<file path="config.mk">
export PLATFORM = sky130hd
export DESIGN_NAME = deadline_ordered_timer_queue_core_flat
export DESIGN_NICKNAME = d
export VERILOG_FILES = /design/src/rtl/core/dotq_pkg.sv /design/src/rtl/core/dotq_if.sv /design/src/rtl/core/dotq_store.sv /design/src/rtl/core/dotq_sub.sv /design/src/rtl/core/deadline_ordered_timer_queue_core.sv /design/src/flat_wrapper.sv
export SDC_FILE = /design/constraint.sdc
export NUM_CORES = 1
export LEC_CHECK = 0
export BUFFER_PORTS_ARGS = -buffer_cell sky130_fd_sc_hd__buf_2
export CORE_AREA = 2 2 316 240
export DETAILED_ROUTE_END_ITERATION = 8
export DIE_AREA = 0 0 318 242
export GPL_ROUTABILITY_DRIVEN = 0
export MAX_ROUTING_LAYER = met4
export PLACE_DENSITY = 0.79
export SLEW_MARGIN = 20
export SYNTH_ARGS = -nofsm -noshare
export SYNTH_HDL_FRONTEND = slang
export SYNTH_SLANG_ARGS = --single-unit
</file>
<file path="constraint.sdc">
create_clock -name clk -period 10 [get_ports clk]
set_input_delay 1.5 -clock clk [delete_from_list [all_inputs] [get_ports clk]]
set_output_delay 1.5 -clock clk [all_outputs]
set_load 0.02 [all_outputs]
</file>
<file path="src/rtl/core/dotq_pkg.sv">
// shared constants and types for the deadline ordered timer queue
// depends on nothing; imported by the interfaces, the store, the compare unit, the top level and the testbench
package dotq_pkg;

  // default sizes handed to the top level parameters
  localparam int DEF_DEPTH     = 16;
  localparam int DEF_TIME_BITS = 48;
  localparam int ID_BITS       = 8;
  localparam int KIND_BITS     = 3;

  // result kinds
  localparam logic [KIND_BITS-1:0] KIND_FIRED  = 3'd0;
  localparam logic [KIND_BITS-1:0] KIND_LEFT   = 3'd1;
  localparam logic [KIND_BITS-1:0] KIND_EMPTY  = 3'd2;
  localparam logic [KIND_BITS-1:0] KIND_ACCEPT = 3'd3;
  localparam logic [KIND_BITS-1:0] KIND_REJECT = 3'd4;

  // store port controls
  typedef struct packed {
    logic wr_en;
    logic rd_en;
  } dotq_mem_ctl_t;

endpackage

</file>
<file path="src/rtl/core/dotq_if.sv">
// request and result channel interfaces of the timer queue
// depends on dotq_pkg for field widths
interface dotq_req_if
  import dotq_pkg::*;
#(
  parameter int TIME_BITS = DEF_TIME_BITS
);
  logic                 valid;
  logic                 ready;
  logic                 mode;
  logic [ID_BITS-1:0]   timer_id;
  logic [TIME_BITS-1:0] time_value;

  modport source (output valid, output mode, output timer_id, output time_value,
                  input ready);
  modport sink   (input valid, input mode, input timer_id, input time_value,
                  output ready);
endinterface

interface dotq_rsp_if
  import dotq_pkg::*;
#(
  parameter int TIME_BITS = DEF_TIME_BITS
);
  logic                 valid;
  logic                 ready;
  logic [KIND_BITS-1:0] kind;
  logic [ID_BITS-1:0]   fired_id;
  logic [TIME_BITS-1:0] time_left;
  logic                 last;

  modport source (output valid, output kind, output fired_id, output time_left,
                  output last, input ready);
  modport sink   (input valid, input kind, input fired_id, input time_left,
                  input last, output ready);
endinterface

</file>
<file path="src/rtl/core/dotq_store.sv">
// ring storage of pending timers: one write port, one registered read port
// depends on dotq_pkg for the control struct and id width
module dotq_store
  import dotq_pkg::*;
#(
  parameter int DEPTH     = DEF_DEPTH,
  parameter int TIME_BITS = DEF_TIME_BITS,
  localparam int IW       = $clog2(DEPTH)
) (
  input  logic                 clk,
  input  dotq_mem_ctl_t        ctl,
  input  logic [IW-1:0]        wr_addr,
  input  logic [TIME_BITS-1:0] wr_due,
  input  logic [ID_BITS-1:0]   wr_id,
  input  logic [IW-1:0]        rd_addr,
  output logic [TIME_BITS-1:0] rd_due,
  output logic [ID_BITS-1:0]   rd_id
);

  logic [TIME_BITS-1:0] due_mem [DEPTH];
  logic [ID_BITS-1:0]   id_mem  [DEPTH];

  // write port
  always_ff @(posedge clk) begin
    if (ctl.wr_en) begin
      due_mem[wr_addr] <= wr_due;
      id_mem[wr_addr]  <= wr_id;
    end
  end

  // read port, data held until the next read
  always_ff @(posedge clk) begin
    if (ctl.rd_en) begin
      rd_due <= due_mem[rd_addr];
      rd_id  <= id_mem[rd_addr];
    end
  end

endmodule

</file>
<file path="src/rtl/core/dotq_sub.sv">
// shared subtract and compare unit: due minus now, and whether due is later
// depends on dotq_pkg only for the default width
module dotq_sub
  import dotq_pkg::*;
#(
  parameter int TIME_BITS = DEF_TIME_BITS
) (
  input  logic [TIME_BITS-1:0] due,
  input  logic [TIME_BITS-1:0] now,
  output logic [TIME_BITS-1:0] diff,
  output logic                 later
);

  logic [TIME_BITS:0] wide;

  // borrow in the top bit means due is before now
  assign wide  = {1'b0, due} - {1'b0, now};
  assign diff  = wide[TIME_BITS-1:0];
  assign later = !wide[TIME_BITS] && (wide[TIME_BITS-1:0] != '0);

endmodule

</file>
<file path="src/rtl/core/deadline_ordered_timer_queue_core.sv">
// top level of the deadline ordered timer queue: sequencer, output register
// depends on dotq_pkg, dotq_if, dotq_store and dotq_sub
//
// Usage: requests arrive on req (valid/ready). mode 0 inserts timer_id with
// due time time_value; mode 1 runs the queue at current time time_value.
// Results leave on rsp (valid/ready), each with kind, fired_id, time_left
// and last; last marks the final result of a request.
// An insert answers once (accepted or rejected when full). A run answers
// once per expired timer in due order, then closes with the time left to
// the next timer or an empty mark.
// Sequence: req.ready is high only while the sequencer is idle. An insert
// reads stored timers from the ring store, tail first (S_INS_RD), and
// moves each one due later than the new one up one slot behind the
// shared comparator (S_INS_CMP); it then writes the new timer and
// answers in S_INS_PUT. A run reads and compares the head once per
// fired timer and once for the closing result (S_RUN_RD, S_RUN_CMP),
// or closes from S_EMPTY when the queue drains. A rejected insert goes
// straight to S_REJ, a run on an empty queue straight to S_EMPTY.
// Reset clears the pending count and ring head; stored entries are left
// as they are. When rsp stalls, the sequencer holds in its emitting state
// and no further request is taken until every result has been delivered
// into the output register.
module deadline_ordered_timer_queue_core
  import dotq_pkg::*;
#(
  parameter int DEPTH     = DEF_DEPTH,
  parameter int TIME_BITS = DEF_TIME_BITS
) (
  input logic      clk,
  input logic      rst,
  dotq_req_if.sink   req,
  dotq_rsp_if.source rsp
);

  localparam int IW = $clog2(DEPTH);
  localparam int CW = $clog2(DEPTH + 1);

  localparam logic [2:0] S_IDLE    = 3'd0;
  localparam logic [2:0] S_INS_RD  = 3'd1;
  localparam logic [2:0] S_INS_CMP = 3'd2;
  localparam logic [2:0] S_INS_PUT = 3'd3;
  localparam logic [2:0] S_REJ     = 3'd4;
  localparam logic [2:0] S_RUN_RD  = 3'd5;
  localparam logic [2:0] S_RUN_CMP = 3'd6;
  localparam logic [2:0] S_EMPTY   = 3'd7;

  logic [2:0]           state;
  logic [CW-1:0]        count;
  logic [IW-1:0]        head;
  logic [IW-1:0]        scan;
  logic [IW-1:0]        wpos;
  logic [CW-1:0]        remain;
  logic [ID_BITS-1:0]   id_r;
  logic [TIME_BITS-1:0] tv_r;

  logic                 ov;
  logic [KIND_BITS-1:0] okind;
  logic [ID_BITS-1:0]   oid;
  logic [TIME_BITS-1:0] oleft;
  logic                 olast;

  dotq_mem_ctl_t        mctl;
  logic [IW-1:0]        rd_addr;
  logic [TIME_BITS-1:0] wr_due;
  logic [ID_BITS-1:0]   wr_id;
  logic [TIME_BITS-1:0] rd_due;
  logic [ID_BITS-1:0]   rd_id;
  logic [TIME_BITS-1:0] diff;
  logic                 later;

  logic                 can_emit;
  logic                 emit;
  logic [KIND_BITS-1:0] e_kind;
  logic [ID_BITS-1:0]   e_id;
  logic [TIME_BITS-1:0] e_left;
  logic                 e_last;

  logic [IW:0]          tail_sum;
  logic [IW-1:0]        tail;
  logic [IW-1:0]        tail_dec;
  logic [IW-1:0]        scan_dec;
  logic [IW-1:0]        head_inc;
  logic                 accept;

  // ring position arithmetic
  assign tail_sum = {1'b0, head} + (IW + 1)'(count);
  assign tail     = (tail_sum >= (IW + 1)'(DEPTH)) ?
                    IW'(tail_sum - (IW + 1)'(DEPTH)) : IW'(tail_sum);
  assign tail_dec = (tail == '0) ? IW'(DEPTH - 1) : tail - IW'(1);
  assign scan_dec = (scan == '0) ? IW'(DEPTH - 1) : scan - IW'(1);
  assign head_inc = (head == IW'(DEPTH - 1)) ? '0 : head + IW'(1);

  // request handshake
  assign req.ready = (state == S_IDLE);
  assign accept    = req.valid && req.ready;
  assign can_emit  = !ov || rsp.ready;

  // shared compare of the entry just read against the latched time
  dotq_sub #(
    .TIME_BITS (TIME_BITS)
  ) u_sub (
    .due   (rd_due),
    .now   (tv_r),
    .diff  (diff),
    .later (later)
  );

  // store controls
  always_comb begin
    mctl.rd_en = (state == S_RUN_RD) || (state == S_INS_RD);
    mctl.wr_en = ((state == S_INS_CMP) && later) ||
                 ((state == S_INS_PUT) && can_emit);
    rd_addr    = (state == S_RUN_RD) ? head : scan;
    wr_due     = (state == S_INS_CMP) ? rd_due : tv_r;
    wr_id      = (state == S_INS_CMP) ? rd_id : id_r;
  end

  dotq_store #(
    .DEPTH     (DEPTH),
    .TIME_BITS (TIME_BITS)
  ) u_store (
    .clk     (clk),
    .ctl     (mctl),
    .wr_addr (wpos),
    .wr_due  (wr_due),
    .wr_id   (wr_id),
    .rd_addr (rd_addr),
    .rd_due  (rd_due),
    .rd_id   (rd_id)
  );

  // result selection per emitting state
  always_comb begin
    emit   = 1'b0;
    e_kind = KIND_EMPTY;
    e_id   = '0;
    e_left = '0;
    e_last = 1'b1;
    case (state)
      S_INS_PUT: begin
        emit   = can_emit;
        e_kind = KIND_ACCEPT;
        e_id   = id_r;
      end
      S_REJ: begin
        emit   = can_emit;
        e_kind = KIND_REJECT;
        e_id   = id_r;
      end
      S_RUN_CMP: begin
        emit = can_emit;
        if (later) begin
          e_kind = KIND_LEFT;
          e_left = diff;
        end else begin
          e_kind = KIND_FIRED;
          e_id   = rd_id;
          e_last = 1'b0;
        end
      end
      S_EMPTY: begin
        emit = can_emit;
      end
      default: begin
        emit = 1'b0;
      end
    endcase
  end

  // sequencer
  always_ff @(posedge clk) begin
    if (rst) begin
      state <= S_IDLE;
      count <= '0;
      head  <= '0;
    end else begin
      case (state)
        S_IDLE: begin
          if (accept) begin
            if (!req.mode) begin
              if (count == CW'(DEPTH)) begin
                state <= S_REJ;
              end else if (count == '0) begin
                state <= S_INS_PUT;
              end else begin
                state <= S_INS_RD;
              end
            end else begin
              state <= (count == '0) ? S_EMPTY : S_RUN_RD;
            end
          end
        end
        S_INS_RD: begin
          state <= S_INS_CMP;
        end
        S_INS_CMP: begin
          if (later && (remain != CW'(1))) begin
            state <= S_INS_RD;
          end else begin
            state <= S_INS_PUT;
          end
        end
        S_INS_PUT: begin
          if (emit) begin
            count <= count + CW'(1);
            state <= S_IDLE;
          end
        end
        S_REJ: begin
          if (emit) begin
            state <= S_IDLE;
          end
        end
        S_RUN_RD: begin
          state <= S_RUN_CMP;
        end
        S_RUN_CMP: begin
          if (emit) begin
            if (later) begin
              state <= S_IDLE;
            end else begin
              head  <= head_inc;
              count <= count - CW'(1);
              state <= (count == CW'(1)) ? S_EMPTY : S_RUN_RD;
            end
          end
        end
        S_EMPTY: begin
          if (emit) begin
            state <= S_IDLE;
          end
        end
        default: begin
          state <= S_IDLE;
        end
      endcase
    end
  end

  // request payload and scan pointers
  always_ff @(posedge clk) begin
    if (accept) begin
      id_r   <= req.timer_id;
      tv_r   <= req.time_value;
      wpos   <= tail;
      scan   <= tail_dec;
      remain <= count;
    end else if ((state == S_INS_CMP) && later) begin
      wpos   <= scan;
      scan   <= scan_dec;
      remain <= remain - CW'(1);
    end
  end

  // output register
  always_ff @(posedge clk) begin
    if (rst) begin
      ov <= 1'b0;
    end else if (emit) begin
      ov <= 1'b1;
    end else if (rsp.ready) begin
      ov <= 1'b0;
    end
  end

  always_ff @(posedge clk) begin
    if (emit) begin
      okind <= e_kind;
      oid   <= e_id;
      oleft <= e_left;
      olast <= e_last;
    end
  end

  assign rsp.valid     = ov;
  assign rsp.kind      = okind;
  assign rsp.fired_id  = oid;
  assign rsp.time_left = oleft;
  assign rsp.last      = olast;

  // pending count stays within the ring
  a_count_range: assert property (@(posedge clk) disable iff (rst)
    count <= CW'(DEPTH))
    else $error("pending count above depth");

  // a closing result returns the sequencer to idle
  a_last_idle: assert property (@(posedge clk) disable iff (rst)
    (emit && e_last) |=> (state == S_IDLE))
    else $error("closing result without return to idle");

  // every fired timer leaves the queue
  a_fire_pop: assert property (@(posedge clk) disable iff (rst)
    (emit && (e_kind == KIND_FIRED)) |=> (count == $past(count) - CW'(1)))
    else $error("fired timer not removed");

  // rejection only on a full queue
  a_reject_full: assert property (@(posedge clk) disable iff (rst)
    (emit && (e_kind == KIND_REJECT)) |-> (count == CW'(DEPTH)))
    else $error("insert rejected while not full");

endmodule

</file>
<file path="src/flat_wrapper.sv">
// flat-port wrapper written by rule: the top's interface ports become plain ports
module deadline_ordered_timer_queue_core_flat import dotq_pkg::*;
#(
  parameter int DEPTH     = DEF_DEPTH,
  parameter int TIME_BITS = DEF_TIME_BITS
)
  (clk, rst, req_valid, req_mode, req_timer_id, req_time_value, req_ready, rsp_valid, rsp_kind, rsp_fired_id, rsp_time_left, rsp_last, rsp_ready);
  dotq_req_if #(.TIME_BITS(TIME_BITS)) req_i ();
  dotq_rsp_if #(.TIME_BITS(TIME_BITS)) rsp_i ();
  input logic clk;
  input logic rst;
  input wire logic [$bits(req_i.valid)-1:0] req_valid;
  input wire logic [$bits(req_i.mode)-1:0] req_mode;
  input wire logic [$bits(req_i.timer_id)-1:0] req_timer_id;
  input wire logic [$bits(req_i.time_value)-1:0] req_time_value;
  output wire logic [$bits(req_i.ready)-1:0] req_ready;
  output wire logic [$bits(rsp_i.valid)-1:0] rsp_valid;
  output wire logic [$bits(rsp_i.kind)-1:0] rsp_kind;
  output wire logic [$bits(rsp_i.fired_id)-1:0] rsp_fired_id;
  output wire logic [$bits(rsp_i.time_left)-1:0] rsp_time_left;
  output wire logic [$bits(rsp_i.last)-1:0] rsp_last;
  input wire logic [$bits(rsp_i.ready)-1:0] rsp_ready;
  assign req_i.valid = req_valid;
  assign req_i.mode = req_mode;
  assign req_i.timer_id = req_timer_id;
  assign req_i.time_value = req_time_value;
  assign req_ready = req_i.ready;
  assign rsp_valid = rsp_i.valid;
  assign rsp_kind = rsp_i.kind;
  assign rsp_fired_id = rsp_i.fired_id;
  assign rsp_time_left = rsp_i.time_left;
  assign rsp_last = rsp_i.last;
  assign rsp_i.ready = rsp_ready;
  deadline_ordered_timer_queue_core #(.DEPTH(DEPTH), .TIME_BITS(TIME_BITS)) u_core (.clk(clk), .rst(rst), .req(req_i), .rsp(rsp_i));
endmodule
</file>
# Word-level counts from Yosys, hierarchy flattened
# Memories as Yosys holds them, arrays and structs flattened. A register that Yosys moved wholly into a read port is not among the register bits.
# Cells that the tools add are included.
# totals
reg_bits	142
latchBits	0
mem_bits_rw	896
mem_bits_ro	0
inputBits	61
elab_cells	105
mem_count	2
# op_classes
n_addsub	9
mul	0
div_mod_pow	0
magnitude_cmp	1
n_eq_ne	16
shifts	0
n_mux	38
bitwise_logic	1
n_reduce_logical	25
# memory_table
name	words	width	read_ports	rd_clocked_by_memory_dff	wr	line	rtl
u_core.u_store.due_mem	16	48	1	1	1	dotq_store.sv:20	logic [TIME_BITS-1:0] due_mem [DEPTH];
u_core.u_store.id_mem	16	8	1	1	1	dotq_store.sv:21	logic [ID_BITS-1:0] id_mem [DEPTH];
# ops
operator	n
$sub A48 B48 Y49	1
$mux W48	1
$reduce_bool A48 Y1	1
$mux W4	9
$mux W5	5
$mux W3	6
$pmux W3 S6	1
$mux W8	2
$pmux W8 S2	1
$eq A3 B3 Y1 const B	4
$sub A4 B1 Y4 const B	3
$pmux W5 S2	1
$sub A5 B1 Y5 const B	2
$pmux W3 S3	1
$logic_not A4 Y1	2
$mux W2	4
$mux W1	7
$eq A3 B2 Y1 const B	2
$ne A2 B1 Y1 const B	3
$reduce_and A3 Y1	2
$reduce_bool A2 Y1	3
$add A4 B5 Y5	1
$add A5 B1 Y5 const B	1
$eq A5 B1 Y1 const B	1
other kinds (18)	26

# Longest topological paths before layout
# Gate-level depths: netlist (run 1).
# logic_depth
depth_word	7
mapped_depth	18

# Modules after synthesis
# Synthesis (run 1) repeated with hierarchy kept, for this count alone.
# hier_totals
hier_cells	2504
area_unflattened_um2	45506.1
# modules_own_cells
module	instances	cells_per_inst	area_per_inst_um2
dotq_store	1	1445	35236.3
deadline_ordered_timer_queue_core	1	447	6329.8
dotq_sub	1	612	3940.0

# Worst setup path before layout (run 1)
# No wires, ideal clock.
# synth_timing
kind	flip-flop to flip-flop
start	register u_core.u_store.rd_due[35], read port of u_core.u_store.due_mem
end	memory u_core.u_store.due_mem[1][0] (netlist name) (enable)
setup_time_ns	0.608
t_arrival_ns	8.353
required_ns	9.392
path_slack_ns	1.039
path_stages_with_launch	15
path_cell_list	edfxtp_1 -> ha_1 -> a21o_1 -> o21ba_1 -> a211o_1 -> a31oi_1 -> a2111oi_2 -> a21oi_1 -> o31a_1 -> o21a_1 -> o2111a_2 -> nand4_4 -> nand2_2 -> o22a_4 -> nor4_1
# synth_via
elab_chain_len	7
# synth_lines
element	line	rtl
from (decl)	dotq_store.sv:16	output logic [TIME_BITS-1:0] rd_due,
$sub A48 B48 Y49 *	dotq_sub.sv:17	assign wide = {1'b0, due} - {1'b0, now};
$reduce_bool A48 Y1 / $logic_not A1 Y1 (equally long branches)	dotq_sub.sv:19	assign later = !wide[TIME_BITS] && (wide[TIME_BITS-1:0] != '0);
$logic_and A1 B1 Y1 *	dotq_sub.sv:19	
$logic_and A1 B1 Y1 *	deadline_ordered_timer_queue_core.sv:111	mctl.wr_en = ((state == S_INS_CMP) && later) ||
$logic_or A1 B1 Y1 *	deadline_ordered_timer_queue_core.sv:111	
$mux W1 *	dotq_store.sv:25	if (ctl.wr_en) begin
$mux W1 (not written as such) *	dotq_store.sv:26	due_mem[wr_addr] <= wr_due;
to (decl)	dotq_store.sv:20	
# Mark *: on every way between the ends. The rest lies on a longest branch, timed or not.

# Worst setup path in the final report (run 1)
# layout_timing
start	register u_core.u_store.rd_due[0], read port of u_core.u_store.due_mem
end	memory u_core.u_store.due_mem[0][23] (netlist name) (enable)
# The elaborated chain is that of the path after synthesis.

==> reports/summary.md, run 1 <==
The run finished with clean final reports. Traced cell by cell, the critical path runs through inv_1 -> ha_1 -> fa_1 -> nand2b_1 -> a21oi_1 -> o21ai_1 -> a21oi_1 -> o21ai_0 -> a22oi_1 -> nand2_1 -> o2111a_1 -> o2111a_2 -> nand4_4 -> nand2_2 -> o22a_4 -> nor2_4 -> buf_4. The total routing resource utilization after global routing was 0.298.

The most used flip-flop cell after synthesis was sky130_fd_sc_hd__edfxtp_1. Simple-gate share of the synthesized area: 0.0574. The final standard cell utilization of the core is 0.686, and the post-synthesis adder-cell area fraction is 0.0172.

The synthesized design contains 1,081 enable-type register cells. The fraction of synthesis flops using an asynchronous set or reset pin came out at 0. The Yosys warning count is 0, and the number of top-level pins is 123. The starting utilization of the core area is 0.612, and the number of nets in the synthesized netlist is 2,738. The logs give 0 for the max-capacitance violation count and 563 ps for the final hold slack.

Post-synth design cell area: 45,400 µm². TritonCTS built the clock tree. The critical path in this run is classified as flop to flop.

The routed design could run at a clock period as short as 5590 ps. The full die area came out at 77,000 µm². The worst-case IR drop observed on VDD is 0.272 mV.

In this run the mean area of a mapped cell was 17.3 µm². The total negative setup slack is 0 ps. The hold-critical path depth was 1. In this run the critical register-to-register path is launched from u_core.u_store.rd_due[0]. The tools report the count of nets left with antenna violations after detail routing as 0. The dominant cell by count in the synthesized netlist was sky130_fd_sc_hd__edfxtp_1. Buffers inserted during clock tree synthesis total 100.

After synthesis, the cell types taking the most area are sky130_fd_sc_hd__edfxtp_1 72%, sky130_fd_sc_hd__mux4_2 11%, sky130_fd_sc_hd__nand2_1 2.0%. The first detailed-routing pass took 8 iterations. The synthesis-to-finish area growth came out at 12.2%. Register bit count reported by yosys: 1,094. By area, the combinational part of the netlist is dominated by multiplexers. Cell count of the worst reg-to-reg path: 17.

Port buffering added 122 buffers. The XOR/XNOR share of the synthesized area is 0.00984. The most critical setup path has its startpoint at u_core.u_store.rd_due[0]. The logs give 0.286 for the worst slew margin relative to its limit and 690 ps for the insertion delay to the later sink of the worst-skew pair. The highest fanout seen on the critical path works out to 37. The y dimension of the die was 242 µm. Detailed placement ended at an HPWL of 63.5 mm. Hold repair after CTS inserted 0 buffers. Summed over all cells, the static leakage comes to 16.9 nW. Dividing the detail-routed wire length by the instance count gives 28.7 µm. Fill cells in the final layout number 4,535. The synthesized design spends more area on one cell type than any other, namely sky130_fd_sc_hd__edfxtp_1.

For the pre-CTS setup slack, the log shows 4570 ps. For the wire length of the first global-routing pass, the log shows 164 mm. The total count of max-transition violations in the final report came out at 0. The critical-path cell with the highest stage delay is sky130_fd_sc_hd__buf_4. Compound-cell area share of the yosys netlist: 0.0602. The quantity of gates resized following cts came out at 0. The worst reg2reg path endpoint is u_core.u_store.due_mem[0][23]. The routed via count divided by cell count was 6.73; the standard cell core area was 74,100 µm². Setup violations remaining at the end of the flow were counted as 0.

CTS placed an instance of sky130_fd_sc_hd__clkbuf_16 at the clock tree root. The worst hold path belongs to the class flop to flop. Entering global routing, the biggest net connects 132 pins.

Final period utilization: 0.559. The floorplan step set the die width to 318 µm. The clock transition at the registers of the reported paths is 70 ps.

For this run, design rule violations remaining after detail routing come to 0. Critical path startpoint category: a flop. The setup clock skew after layout was 22.5 ps; the mux cell area share after synthesis was 0.116. The worst setup path is captured at a flop. Once the clock tree was built, the setup fixing pass inserted 0 buffers. Summed over all layers, the global routing overflow is 0. The fraction of final layout cells with drive strength greater than 1 is 0.230, and the number of endpoints with negative hold slack in the final report is 0. The library cell appearing most often on the critical path was sky130_fd_sc_hd__a21oi_1. The violation count after the first detailed-route iteration was 3,551. The final layout contains 2,916 nets. The number of buffer and inverter stages on the critical path came out at 2.

The startpoint identified for the worst hold timing path is u_core.u_store.rd_id[3]. The setup slack of the worst register-to-register path is 4410 ps. Setup repair after global routing left no endpoint under its margin. End point of the most critical hold path: u_core.rsp.fired_id[3].

The run gives 25,900 as the number of global-route vias before repair. For the pin with the worst max-slew slack, the measured transition is 1070 ps. The run gives 87 as the floorplan row count. The run gives 1,094 as the clock net sink count. The number of antenna violations at the first check in global routing was 2. The fmax is 0.179 GHz, and the count of cell types in the netlist is 89. Power spread over the standard cell area amounts to 317 nW/µm². The routed via count came out at 26,000. The tools report the final critical-path setup slack as 4410 ps. The required time at the worst-slack endpoint is 10,300 ps. The number of antenna diodes in the final layout is 0. Ranked by instance count, the synthesized netlist is headed by 1,081 x sky130_fd_sc_hd__edfxtp_1, 238 x sky130_fd_sc_hd__nand2_1, 224 x sky130_fd_sc_hd__mux4_2. The synthesized instance count is 2,616.

The final routed wirelength across all metal layers was 111 mm. The largest single stage delay on the critical path is 720 ps. The logs give 3 for the number of levels the H-tree was split into and 0.721 for the sequential element share of the synthesized area. The family of cells with the greatest summed delay on the critical path is compound AO/OA/AOI/OAI gates. The fraction of synthesized cell area taken by the top area cell type works out to 0.715.

STA puts the critical path data arrival time at 5890 ps. The deepest clock path buffer count is 3.
-- cells in the final DEF (no fill, tap or decap), types with 13 or more instances in the layout --
| master | synthesis | routed |
|---|---|---|
| sky130_fd_sc_hd__a21o_1 | 21 | 21 |
| sky130_fd_sc_hd__buf_4 | 2 | 81 |
| sky130_fd_sc_hd__buf_2 | 13 | 122 |
| sky130_fd_sc_hd__nor2_1 | 86 | 85 |
| sky130_fd_sc_hd__o21ai_0 | 93 | 83 |
| sky130_fd_sc_hd__a21oi_1 | 77 | 77 |
| sky130_fd_sc_hd__clkinv_2 | 0 | 27 |
| sky130_fd_sc_hd__clkbuf_16 | 0 | 100 |
| sky130_fd_sc_hd__inv_1 | 73 | 73 |
| sky130_fd_sc_hd__a211oi_1 | 61 | 61 |
| sky130_fd_sc_hd__nand2b_1 | 16 | 16 |
| sky130_fd_sc_hd__a31oi_1 | 70 | 70 |
| sky130_fd_sc_hd__xor2_1 | 17 | 17 |
| sky130_fd_sc_hd__bufinv_16 | 0 | 15 |
| sky130_fd_sc_hd__nor3_1 | 30 | 21 |
| sky130_fd_sc_hd__edfxtp_1 | 1081 | 1081 |
| sky130_fd_sc_hd__clkbuf_1 | 92 | 17 |
| sky130_fd_sc_hd__xnor2_1 | 34 | 34 |
| sky130_fd_sc_hd__nand4_1 | 20 | 20 |
| sky130_fd_sc_hd__nand2_1 | 238 | 238 |
| sky130_fd_sc_hd__ha_1 | 59 | 59 |
| sky130_fd_sc_hd__dfxtp_1 | 13 | 13 |
| sky130_fd_sc_hd__nand3_1 | 14 | 14 |
| sky130_fd_sc_hd__clkinv_1 | 1 | 16 |
| sky130_fd_sc_hd__mux4_2 | 224 | 224 |
| sky130_fd_sc_hd__and2_1 | 78 | 77 |
-- cell type report --
| cell class | instances | area [µm²] | share of cell area |
|---|---|---|---|
| Sequential cell | 1094 | 32700 | 0.643 |
| Multi-Input combinational cell | 1314 | 12000 | 0.236 |
| Clock buffer | 117 | 2570 | 0.0504 |
| Timing Repair Buffer | 208 | 1310 | 0.0257 |
| Tap cell | 979 | 1220 | 0.0241 |
| Clock inverter | 68 | 783 | 0.0154 |
| Inverter | 76 | 287 | 0.00563 |
-- how the worst max path moves through the flow --
| stage | slack (ps) | to | cells after the start |
|---|---|---|---|
| CTS | 4510 | u_core.u_store.id_mem[10][0] | 17 |
| floorplan | 1040 | u_core.u_store.due_mem[1][0] | 14 |
| detailed placement | 4570 | u_core.u_store.id_mem[10][5] | 17 |
| global placement | 4610 | u_core.u_store.id_mem[0][7] | 17 |
| global route | 4140 | u_core.u_store.due_mem[0][23] | 17 |
| finish | 4410 | u_core.u_store.due_mem[0][23] | 17 |
-- sequential cells by signal, summed over array words and instances, names as in the netlist --
| name | count |
|---|---|
| u_core.count | 5 |
| u_core.head | 4 |
| u_core.id_r | 8 |
| u_core.remain | 5 |
| u_core.rsp.fired_id | 8 |
| u_core.rsp.kind | 3 |
| u_core.rsp.last | 1 |
| u_core.rsp.time_left | 48 |
| u_core.rsp.valid | 1 |
| u_core.scan | 4 |
| u_core.state | 3 |
| u_core.tv_r | 48 |
| u_core.u_store.due_mem | 768 |
| u_core.u_store.id_mem | 128 |
| u_core.u_store.rd_due | 48 |
| u_core.u_store.rd_id | 8 |
| u_core.wpos | 4 |
-- cells by family after synthesis --
| kind of cell | Yosys count |
|---|---|
| buffers and inverters | 208 |
| flip-flops | 1094 |
| XOR/XNOR | 51 |
| multiplexers | 243 |
| adder cells (fa/ha/maj) | 61 |
| AO/OA/AOI/OAI | 415 |
| AND/OR/NAND/NOR | 544 |
-- layer usage --
layer / up-vias / global-route usage / wire (µm)
met5: - / - / 0
met4: 0 / 0.102 / 3860
met3: 258 / 0.0777 / 13800
met2: 1765 / 0.438 / 50700
met1: 13200 / 0.411 / 42100
li1: 10800 / - / -
-- power breakdown --
group / total (mW) / leakage, nW / internal [mW] / switching, mW
Sequential: 6.46 / 9.92 / 6.23 / 0.236
Combinational: 5.75 / 5.33 / 2.05 / 3.71
Clock: 3.92 / 1.65 / 2.24 / 1.68
Total: 16.1 / 16.9 / 10.5 / 5.62
-- through the flow --
step	power [mW]	std cells	cell area, µm²
after floorplan	10.4	2616	45400
after global placement	11.9	3671	47500
final	16.1	3856	50900
after detailed placement	12.1	3671	47500
after CTS	16.1	3856	50900
after global routing	16.8	3856	50900
Power figures use the tool's default switching activity.
==> run 2, diff against run 1 <==
Settings changed: CORE_AREA 2 2 316 240 to 2 2 332 252, DIE_AREA 0 0 318 242 to 0 0 334 254, PLACE_DENSITY 0.79 to 0.75.
Clock period 10 ns to 4.9 ns, I/O delays scaled along.
==> run 2 against run 1 <==
The run now ends with negative setup slack left. Design area up 2.2%. Via count up 2.8%. Combinational power up 130%. Hold slack worse by 350 ps. Critical endpoint is now u_core.u_store.due_mem[1][31]. Largest cell class unchanged. Largest power group is now combinational logic.
==> reports/summary.md, run 2 (same netlist as run 1, synthesis figures left out) <==
The final routed wirelength across all metal layers is 121 mm (was 111 mm). Clock root buffer: sky130_fd_sc_hd__clkbuf_16 (unchanged). The final critical-path setup slack is -16.6 ps (was 4410 ps). The setup clock skew after layout is 42.0 ps (was 22.5 ps).

The delay contributed by the slowest stage of the critical path came out at 430 ps (was 720 ps). Routed via count: 26,700 (was 26,000). TritonCTS built the clock tree.

The time the final worst path needs with I/O delays and setup is 4920 ps (was 5590 ps). The transition time of the tightest slew-check pin works out to 1150 ps (was 1070 ps). The run gives 0 (unchanged) as the count of nets left with antenna violations after detail routing. For the final standard cell utilization of the core, the log shows 0.638 (was 0.686). Library cell appearing most often on the critical path: sky130_fd_sc_hd__buf_4 (was sky130_fd_sc_hd__a21oi_1). The highest fanout seen on the critical path is 14 (was 37), and the net switching fraction of the power is 0.369 (was 0.348). The fraction of final layout cells with drive strength greater than 1 was 0.255 (was 0.230); the arrival time reported for the critical path endpoint was 5290 ps (was 5890 ps). The full die area was 84,800 µm² (was 77,000 µm²); the pin count of the biggest net entering global routing was 81 (was 132).

Largest registers ranked by flip-flop count: u_core.u_store.due_mem x768, u_core.u_store.id_mem x128 (unchanged). The setup slack of the worst register-to-register path is -20 ps (was 4410 ps). The sequential share of power was 0.381 (was 0.401). The static leakage was 17.3 nW (was 16.9 nW). The cell count along the critical path is 19 (was 17), and the wire length per cell is 30.5 µm (was 28.7 µm). The clock net sink count was 1,094 (unchanged).

The type of the worst setup path was flop to flop (unchanged). The cell-internal power is 21.9 mW (was 10.5 mW), and the total net switching power is 12.8 mW (was 5.62 mW). The tools report the critical path startpoint category as a flop (unchanged). The required time at the worst-slack endpoint came out at 5280 ps (was 10,300 ps). The worst reg2reg path endpoint is u_core.u_store.due_mem[1][31] (was u_core.u_store.due_mem[0][23]). The number of hold buffers added after CTS was 0 (unchanged).

Family of cells with the greatest summed delay on the critical path: simple AND/OR/NAND/NOR gates (was compound AO/OA/AOI/OAI gates). For the fmax, the log shows 0.203 GHz (was 0.179 GHz). Crit-path cells: inv_1 -> ha_1 -> nand4_1 -> buf_4 -> o221ai_2 -> a21boi_1 -> o21a_1 -> nor2_1 -> a41oi_2 -> xor2_1 -> nor3b_1 -> and4_1 -> nand4_4 -> nand2_2 -> o22a_4 -> buf_12 -> nor4_4 -> buf_4 -> buf_6 (was inv_1 -> ha_1 -> fa_1 -> nand2b_1 -> a21oi_1 -> o21ai_1 -> a21oi_1 -> o21ai_0 -> a22oi_1 -> nand2_1 -> o2111a_1 -> o2111a_2 -> nand4_4 -> nand2_2 -> o22a_4 -> nor2_4 -> buf_4). The number of filler cells placed in the layout came out at 5,479 (was 4,535).

The insertion delay to the later sink of the worst-skew pair is 700 ps (was 690 ps). The wire length of the first global-routing pass was 174 mm (was 164 mm). The tools report the sort of element at the end of the critical path as a flop (unchanged). The starting utilization of the core area is 0.557 (was 0.612), and the floorplan row count is 91 (was 87). Half-perimeter wire length after detailed placement: 75.0 mm (was 63.5 mm). The total routing resource utilization after global routing came out at 0.294 (was 0.298). The capture point of the critical path was u_core.u_store.due_mem[1][31] (was u_core.u_store.due_mem[0][23]). For the post-detailed-route DRC marker count, the log shows 0 (unchanged).

The max-capacitance violation count is 0 (unchanged). The logs give 25,700 (was 25,900) for the number of global-route vias before repair and 2,951 (was 2,916) for the number of nets in the layout. The critical-path cell with the highest stage delay is sky130_fd_sc_hd__ha_1 (was sky130_fd_sc_hd__buf_4). Flip-flop count of the largest register, all copies and words added: 768 (unchanged). The violation count after the first detailed-route iteration came out at 4,518 (was 3,551). The standard cell core area came out at 81,500 µm² (was 74,100 µm²).

Top library cells by usage in the layout, fill and taps aside: 1,081 x sky130_fd_sc_hd__edfxtp_1, 237 x sky130_fd_sc_hd__nand2_1, 224 x sky130_fd_sc_hd__mux4_2 (was 1,081 x sky130_fd_sc_hd__edfxtp_1, 238 x sky130_fd_sc_hd__nand2_1, 224 x sky130_fd_sc_hd__mux4_2). The y dimension of the die was 254 µm (was 242 µm); the number of buffer and inverter stages on the critical path was 5 (was 2). The reg-to-reg startpoint was u_core.tv_r[7] (was u_core.u_store.rd_due[0]). The number of failing setup endpoints in the final timing report was 12 (was 0). The tools report the worst slew margin relative to its limit as 0.230 (was 0.286). The logs give 3 (unchanged) for the deepest clock path buffer count and 0 (unchanged) for the total congestion overflow. The synthesis-to-finish area growth was 14.7% (was 12.2%); the number of I/O port buffers was 122 (unchanged). The run gives 3 (unchanged) as the number of levels the H-tree was split into. Setup repair after global routing could not meet its margin everywhere. The path category of the worst min-delay check was primary input to flop (was flop to flop).

The width of the die is 334 µm (was 318 µm). The part of the total power dissipated in combinational logic is 0.386 (was 0.357). The clock transition at the registers of the reported paths is 60 ps (was 70 ps), and the power per standard cell area is 666 nW/µm² (was 317 nW/µm²). The number of endpoints with negative hold slack in the final report is 0 (unchanged), and the number of iterations in the first detailed-routing pass is 9 (was 8). The register bank with the most flops is u_core.u_store.due_mem (unchanged).

The cell count of the worst reg-to-reg path was 19 (was 17). For the part of the total power dissipated in the clock network, the log shows 0.233 (was 0.243). The number of top-level pins is 123 (unchanged). The total negative setup slack was -85.2 ps (was 0 ps); the routed via count divided by cell count was 6.69 (was 6.73).

The launch point of the worst path is u_core.tv_r[7] (was u_core.u_store.rd_due[0]). For the number of antenna violations at the first check in global routing, the log shows 7 (was 2). The run finished, with violations left. The final reports fail on negative setup slack. The largest vdd supply drop is 0.483 mV (was 0.272 mV), and the final period utilization is 1.00 (was 0.559). The tools report the total count of max-transition violations in the final report as 0 (unchanged). The total clock buffers created by CTS came out at 100 (unchanged).

The final hold slack is 216 ps (was 563 ps). The most common cell after layout, fill and taps aside was sky130_fd_sc_hd__edfxtp_1 (unchanged).
run 2: cell types whose count changed in the layout (fill, tap and decap cells not counted), moves of 7 or more:
cell                       change
sky130_fd_sc_hd__clkinv_1      +7
sky130_fd_sc_hd__buf_12       +21
sky130_fd_sc_hd__clkinv_2      -7
sky130_fd_sc_hd__nor3_4        +9
sky130_fd_sc_hd__o21ai_1       +7
sky130_fd_sc_hd__o21ai_0      -33
sky130_fd_sc_hd__buf_6         +8
sky130_fd_sc_hd__nor3_2        -9
sky130_fd_sc_hd__o21ai_2      +26
run 2: stage by stage:
step / instances / setup WS (ps) / cell area (µm²) / power (mW)
2_1_floorplan: 2616 / -289 / 45700 / 21.3
3_3_place_gp: 3773 / 115 / 48200 / 25.7
3_5_place_dp: 3773 / 55.3 / 48200 / 26.1
4_1_cts: 3962 / 47.7 / 51600 / 34.2
5_1_grt: 3985 / -12.9 / 52000 / 35.8
6_report: 3986 / -16.6 / 52000 / 34.7
run 2: worst min path at each step:
stage / start / endpoint / slack (ps) / cells after the start
finish: req_time_value[3] / u_core.tv_r[3] / 220 / 1
global route: req_time_value[42] / u_core.tv_r[42] / 200 / 1
CTS: req_time_value[3] / u_core.tv_r[3] / 190 / 1
global placement: u_core.u_store.rd_id[0] / u_core.rsp.fired_id[0] / 580 / 1
detailed placement: u_core.u_store.rd_id[0] / u_core.rsp.fired_id[0] / 580 / 1
floorplan: u_core.head[0] / u_core.head[3] / 520 / 2
run 2: final cells by class:
type	count	area [µm²]	share of cell area
antenna	1	2.50	0.0000481
clock buffer	112	2570	0.0494
clock inverter	77	837	0.0161
inverter	76	287	0.00551
multi-input combinational	1314	12300	0.237
sequential	1094	32700	0.629
tap	1069	1340	0.0257
timing repair buffer	243	1950	0.0375
run 2: per-layer routing:
metal | track usage | wire length [µm] | part of all wire | up-vias
met4 | 0.0815 | 3690 | 0.030 | 0
met5 | - | 0 | 0 | -
met2 | 0.405 | 52200 | 0.43 | 2041
met3 | 0.0765 | 17800 | 0.15 | 276
met1 | 0.436 | 47800 | 0.39 | 13500
li1 | - | - | - | 10900
run 2: power groups by stage:
stage	logic (mW)	clock network [mW]	registers, mW
6_report	13.4	8.08	13.2
5_1_grt	14.1	8.49	13.3
4_1_cts	12.8	8.16	13.2
3_5_place_dp	12.7	0	13.4
3_3_place_gp	12.4	0	13.3
2_1_floorplan	7.91	0	13.4
run 2: worst reg2reg max path, delay by kind of cell (launching register included):
| family | cells | cell delay, ps |
|---|---|---|
| AO/OA/AOI/OAI | 5 | 1210 |
| XOR/XNOR | 1 | 230 |
| adder cells (fa/ha/maj) | 1 | 430 |
| buffers and inverters | 5 | 910 |
| flip-flops | 1 | 350 |
| AND/OR/NAND/NOR | 7 | 1470 |
run 2: repair_timing:
item | in CTS | in global routing
gates resized for setup | 1 | 24
pin swaps | 0 | 4
endpoints found under the hold margin | 0 | 0
buffers inserted | 0 | 16
setup endpoints to repair | 19 | 852
gates cloned | 0 | 5
